## src/sv/phef_pkg.sv

```systemverilog
// Shared types and constants of the peak-hold envelope follower.
// Used by the channel interfaces, the controller, the datapath and the top level.
package phef_pkg;

  localparam int unsigned SampleW = 16;
  localparam int unsigned PeakW   = 17;
  localparam int unsigned SinceW  = 25;
  localparam int unsigned GainW   = 16;
  localparam int unsigned HoldW   = 24;
  localparam int unsigned PeriodW = 32;
  localparam int unsigned CfgIdxW = 2;
  localparam int unsigned CfgW    = 32;

  // Register map of the configuration port.
  localparam logic [CfgIdxW-1:0] CFG_GAIN   = 2'd0;
  localparam logic [CfgIdxW-1:0] CFG_HOLD   = 2'd1;
  localparam logic [CfgIdxW-1:0] CFG_PERIOD = 2'd2;

  localparam logic [GainW-1:0]   GAIN_RST   = 16'd4096;
  localparam logic [HoldW-1:0]   HOLD_RST   = 24'd14;
  localparam logic [PeriodW-1:0] PERIOD_RST = 32'd97391;

  localparam logic [SinceW-1:0] SINCE_MAX = '1;

  // Datapath word widths.
  localparam int unsigned AW    = 41;  // |diff| * since_update, at most 2^40
  localparam int unsigned SMagW = 57;  // slope magnitude, Q.16
  localparam int unsigned SumW  = 59;  // signed held*2^16 + slope
  localparam int unsigned MagW  = 45;  // clamped |sum|, at most 2^44

  localparam logic [MagW-1:0] SUM_CLAMP = {1'b1, {(MagW-1){1'b0}}};

  localparam logic signed [SampleW-1:0] OUT_MAX = 16'sh7FFF;
  localparam logic signed [SampleW-1:0] OUT_MIN = 16'sh8000;

  typedef enum logic [2:0] {
    ST_IDLE,
    ST_MUL_A,
    ST_MUL_HI,
    ST_MUL_LO,
    ST_CLAMP,
    ST_OUT
  } phef_state_e;

  // Step strobes from the controller to the datapath.
  typedef struct packed {
    logic accept;
    logic do_a;
    logic do_hi;
    logic do_lo;
    logic do_clamp;
    logic do_out;
  } phef_cmd_t;

endpackage

```

## src/sv/phef_ctrl.sv

```systemverilog
// Sequencer of the envelope follower: walks one request through the datapath steps.
// Depends on phef_pkg; drives the datapath through a phef_cmd_t strobe bundle.
module phef_ctrl import phef_pkg::*; (
  input  logic      clk_i,
  input  logic      rst_ni,
  input  logic      in_valid_i,
  output logic      in_ready_o,
  output logic      out_valid_o,
  input  logic      out_ready_i,
  output phef_cmd_t cmd_o
);

  phef_state_e state_q, state_d;
  logic        out_valid_q, out_valid_d;
  logic        out_free;

  assign out_free = !out_valid_q || out_ready_i;

  always_comb begin
    state_d = state_q;
    unique case (state_q)
      ST_IDLE:   if (in_valid_i) state_d = ST_MUL_A;
      ST_MUL_A:  state_d = ST_MUL_HI;
      ST_MUL_HI: state_d = ST_MUL_LO;
      ST_MUL_LO: state_d = ST_CLAMP;
      ST_CLAMP:  state_d = ST_OUT;
      ST_OUT:    if (out_free) state_d = ST_IDLE;
      default:   state_d = ST_IDLE;
    endcase
  end

  always_comb begin
    cmd_o      = '0;
    in_ready_o = 1'b0;
    unique case (state_q)
      ST_IDLE: begin
        in_ready_o   = 1'b1;
        cmd_o.accept = in_valid_i;
      end
      ST_MUL_A:  cmd_o.do_a     = 1'b1;
      ST_MUL_HI: cmd_o.do_hi    = 1'b1;
      ST_MUL_LO: cmd_o.do_lo    = 1'b1;
      ST_CLAMP:  cmd_o.do_clamp = 1'b1;
      ST_OUT:    cmd_o.do_out   = out_free;
      default: ;
    endcase
  end

  always_comb begin
    out_valid_d = out_valid_q;
    priority if (cmd_o.do_out) out_valid_d = 1'b1;
    else if (out_ready_i)      out_valid_d = 1'b0;
  end

  assign out_valid_o = out_valid_q;

  always_ff @(posedge clk_i or negedge rst_ni) begin
    if (!rst_ni) begin
      state_q     <= ST_IDLE;
      out_valid_q <= 1'b0;
    end else begin
      state_q     <= state_d;
      out_valid_q <= out_valid_d;
    end
  end

endmodule

```

## config.mk

```make
export PLATFORM = sky130hd
export DESIGN_NAME = phef_ctrl
export DESIGN_NICKNAME = d
export VERILOG_FILES = /design/src/sv/phef_pkg.sv /design/src/sv/phef_ctrl.sv
export SDC_FILE = /design/constraint.sdc
export NUM_CORES = 1
export LEC_CHECK = 0
export ABC_AREA = 1
export BUFFER_PORTS_ARGS = -buffer_cell sky130_fd_sc_hd__buf_4
export CAP_MARGIN = 0
export CORE_AREA = 5 5 42 44
export DETAILED_ROUTE_END_ITERATION = 10
export DIE_AREA = 0 0 47 49
export HOLD_SLACK_MARGIN = 0.02
export PLACE_DENSITY = 0.38
export SLEW_MARGIN = 25
export SYNTH_ARGS = -nofsm -noshare
export SYNTH_HDL_FRONTEND = slang
export SYNTH_SLANG_ARGS = --single-unit
```

## constraint.sdc

```tcl
create_clock -name clk_i -period 3.05 [get_ports clk_i]
set_clock_uncertainty 0.05 [all_clocks]
set_input_delay 0.61 -clock clk_i [delete_from_list [all_inputs] [get_ports clk_i]]
set_output_delay 0.61 -clock clk_i [all_outputs]
set_load 0.1 [all_outputs]
```

==> qor.yml, run 1 <==
status: "finished, final reports clean"
crit_arrival_ps: 1310
cp_slowest_stage_delay_ps: 430
setup_viol_count_final: 0
report.final.hold_viol_count: 0
synth_seq_area_share_pct: 44.0
cts_made_buffers: 3
period_share_pct: 64.6
required_ps: 2390
die_area_sq_um: 2300
final_common_cell: "buf_4"
crit_path_start_kind: "flop"
cts_buffer_depth: 2
critPathKind: "reg -> out"
syn_nets: 35
ys_types: 11
pre_cts_ws_ps: 1230
netlist_area_sq_um: 228
cts.reportedPaths.clkPinSlew_ps: 40
synth_adder_area_share_pct: 0
synth_top_area_cell: "dfrtp_1"
grt_pass1_vias: 215
drt_pass1_iterations: 2
setup_slack_ps: 1080
clock_sinks: 4
synth_top_area_share_pct: 44.0
totalWireLength_microns: 526
finalMaxSlewViolations: 0
syn2layout_area_growth_pct: 51.6
n_antenna_cell: 0
antenna_found_initial: 0
fin_cells: 60
grt_first_pass_wirelength_microns: 910
rrSetupSlack_ps: 2030
die_w_microns: 47
antenna_left: 0
dr_wl_met3_microns: 61
top_layer_used: "met3"
setup_tns_ps: 0
synth-xor-area-share_pct: 0
crit_fanout: 6
fill_cells: 164
dp_cells: 57
path_cells: "inv_1 > nand2_1 > nor2_1 > buf_4"
num-nets-final: 50
dpl.hpwl_microns: 433
max_freq_ghz: 0.507
met1Wirelength_microns: 267
synth_seq_cells: 4
synth_compound_area_share_pct: 8.79
wl_met2_microns: 197
syn_area_per_cell_sq_um: 7.35
wl_per_cell_microns: 8.77
hp-class: "in -> async"
core_sq_um: 1400
boundaryPins: 12
tightest_slew_ps: 280
layout_common_cells: "11 x buf_4, 7 x nor2_1, 6 x inv_1"
grt_use_total_pct: 5.93
viasPerCell: 3.87
cts_setup_buffers: 0
end_kind: "output pin"
max_cap_viol_count: 0
portBuffers: 11
hold_buffers: 0
overflow: 0
crit_slowest_cell: "dfrtp_1"
clkLatencyLatePin_ps: 230
htree_levels: 1
place_area_sq_um: 323
synthSimpleGateAreaFrac_pct: 32.4
drt_iter0_drc: 3
rsz0062_at_grt: "false"
drc: 0
grt_max_degree: 7
fin_crit_ps: 1970
synth.area.mux_share_pct: 0
vias: 232
routabilityCongestion: 0.696
slew_headroom_pct: 81.5
post_cts_resized: 0
rows: 14
synthTopCellsByArea: "dfrtp_1 44%, nor2_1 12%, inv_1 9.9%"
synth_warnings: 0
tritoncts: "yes"
syn_inst: 31
start_util_pct: 16.2
drive_above_1_share_pct: 38.6
fp.dieH_microns: 49
cts_root_buffer: "clkbuf_4"
fin_area_sq_um: 345
synth_top_family_by_area: "simple AND/OR/NAND/NOR gates"
cells in the mapped netlist (all sizes together):
cell / count
nand3: 2
inv: 7
nand2: 3
o21ai: 4
nand4: 1
dfrtp: 4
buf: 1
nor2: 7
nor3: 2
state kept, by name, summed over array words and instances (netlist names):
| signal | cells |
|---|---|
| out_valid_o | 1 |
| state_q | 3 |
per-stage QoR:
step / util, % / hold slack, ps
final: 24.6 / 115
after global routing: 24.6 / 93.2
after CTS: 24.6 / 108
after detailed placement: 23.0 / 358
after global placement: 23.0 / 359
after floorplan: - / 264
cells by family after synthesis:
| kind of cell | after synthesis |
|---|---|
| buf+inv | 8 |
| compound gates | 4 |
| simple gates | 15 |
| flops | 4 |
metal layers:
layer | up-vias | global-route usage, %
met5 | - | 0
met3 | 0 | 6.64
li1 | 122 | -
met2 | 12 | 6.33
met4 | 0 | 1.38
met1 | 98 | 7.76
worst max-delay path: cells and delay by family, from the launching register on:
| kind | cells | cell delay, ps |
|---|---|---|
| flip-flops | 1 | 430 |
| buffers and inverters | 2 | 430 |
| AND/OR/NAND/NOR | 2 | 210 |
worst paths after layout:
| path | start | end | cells past startpoint |
|---|---|---|---|
| setup / recovery | state_q[2] | cmd_o[5] | 4 |
| hold / removal | rst_ni | state_q[2] | 1 |
| setup reg to reg | state_q[2] | state_q[0] | 4 |
| hold reg to reg | out_valid_o | out_valid_o | 2 |
| max in group asynchronous | rst_ni | state_q[0] | 1 |
| min in group clk_i | out_valid_o | out_valid_o | 2 |
area by class of cell:
class                           count  area [sq um]  share of cell area, %
Clock buffer                        3          22.5                   6.52
Multi-Input combinational cell     19          93.8                   27.2
Sequential cell                     4           100                   29.0
Timing Repair Buffer               11          82.6                   23.9
Tap cell                           16          20.0                   5.80
Inverter                            7          26.3                   7.61
Power of run 1 is left out: the tool's default activity adds up to more than one toggle a clock period on the data nets, which glitch-free logic cannot reach.
==> inputs of run 2 (changes only) <==
==> constraint.sdc (replaced) <==
create_clock -name clk_i -period 1.95 [get_ports clk_i]
set_clock_uncertainty 0.05 [all_clocks]
set_input_delay 0.39 -clock clk_i [delete_from_list [all_inputs] [get_ports clk_i]]
set_output_delay 0.39 -clock clk_i [all_outputs]
set_load 0.1 [all_outputs]
==> qor.yml, run 2 (same netlist as run 1, synthesis figures left out) <==
status: "finished, final reports clean"
htree_levels: 1
end_kind: "output pin"
post_cts_resized: 0
hold_depth: 2
r2r_cells: 4
fin_crit_ps: 1810
portBuffers: 11
hold_start: "out_ready_i"
r2r-end: "state_q[0]"
tightest_slew_ps: 269
routabilityCongestion: 0.707
rows: 14
holdPathEnd: "out_valid_o"
wl_per_cell_microns: 9.79
grt_max_degree: 7
max_freq_ghz: 0.551
fp.dieH_microns: 49
hp-class: "in -> reg"
overflow: 0
grt_first_pass_wirelength_microns: 1030
setup_viol_count_final: 0
rrSetupSlack_ps: 850
syn2layout_area_growth_pct: 63.7
die_w_microns: 47
final_common_cell: "buf_4"
largest_reg_flops: 3
slew_headroom_pct: 82.1
period_share_pct: 93.0
clkLatencyLatePin_ps: 240
critPathKind: "reg -> out"
antenna_left: 0
drive_above_1_share_pct: 42.2
cts_made_buffers: 3
grt_use_total_pct: 6.80
report.final.hold_viol_count: 0
viasPerCell: 4.00
tritoncts: "yes"
vias: 244
required_ps: 1510
n_antenna_cell: 0
core_sq_um: 1400
top_register: "state_q"
die_area_sq_um: 2300
layout_common_cells: "11 x buf_4, 6 x inv_1, 5 x nor2_1"
cts_root_buffer: "clkbuf_4"
max_cap_viol_count: 0
fill_cells: 161
grt_pass1_vias: 240
rsz0062_at_grt: "false"
timing.rr.start: "state_q[2]"
start_util_pct: 16.2
num-nets-final: 51
drt_iter0_drc: 4
drt_pass1_iterations: 4
crit_path_start_kind: "flop"
dpl.hpwl_microns: 454
antenna_found_initial: 0
drc: 0
finalMaxSlewViolations: 0
boundaryPins: 12
crit_arrival_ps: 1370
cts_buffer_depth: 2
totalWireLength_microns: 597
crit_fanout: 6
holdWs_ps: 326
cts.reportedPaths.clkPinSlew_ps: 40
setup_tns_ps: 0
clock_sinks: 4
run 2: cell types whose count changed in the layout (fill, tap and decap cells not counted):
cell	previous run	this run
nor2_2	0	2
dlygate4sd3_1	0	1
nor3_2	2	0
nor3_4	0	2
nor2_1	7	5
run 2: metrics by stage:
step	utilization (%)	instances	cell area [sq um]	setup slack (ps)
after detailed placement	24.3	57	340	380
after CTS	26.6	61	373	122
final	26.6	61	373	136
after global placement	24.3	57	340	375
after floorplan	-	31	245	28.6
after global routing	26.6	61	373	25.7
run 2: how the worst max path moves through the flow:
stage               endpoint        from
floorplan           cmd_o[5]  state_q[2]
global placement    cmd_o[5]  state_q[2]
detailed placement  cmd_o[5]  state_q[2]
CTS                 cmd_o[5]  state_q[2]
global route        cmd_o[0]  state_q[1]
finish              cmd_o[5]  state_q[2]
run 2: cell type report:
class                   instances  area, sq um  area share [%]
well taps                      16         20.0            5.37
inverters                       7         26.3            7.05
clock buffers                   3         22.5            6.04
repair buffers                 12         92.6            24.8
flip-flops and latches          4          100            26.8
multi-input cells              19          111            29.9
run 2: repair_timing:
item / CTS / global route
endpoints found under the hold margin: 4 / 0
hold buffers: 1 / 0
setup buffers: 0 / 0
run 2: routing by layer:
metal	vias to the layer above	GRT usage (%)	part of all wire, %
li1	125	-	-
met1	103	8.72	46
met2	14	7.01	37
met3	2	7.38	16
met4	0	2.76	1.2
met5	-	0	0
run 2: worst max-delay path: stages (launching register included):
cell     delay, ps
dfrtp_1        460
inv_1          180
nand2_1        120
nor2_2          90
buf_4          290
Power of run 2 is left out for the same reason.
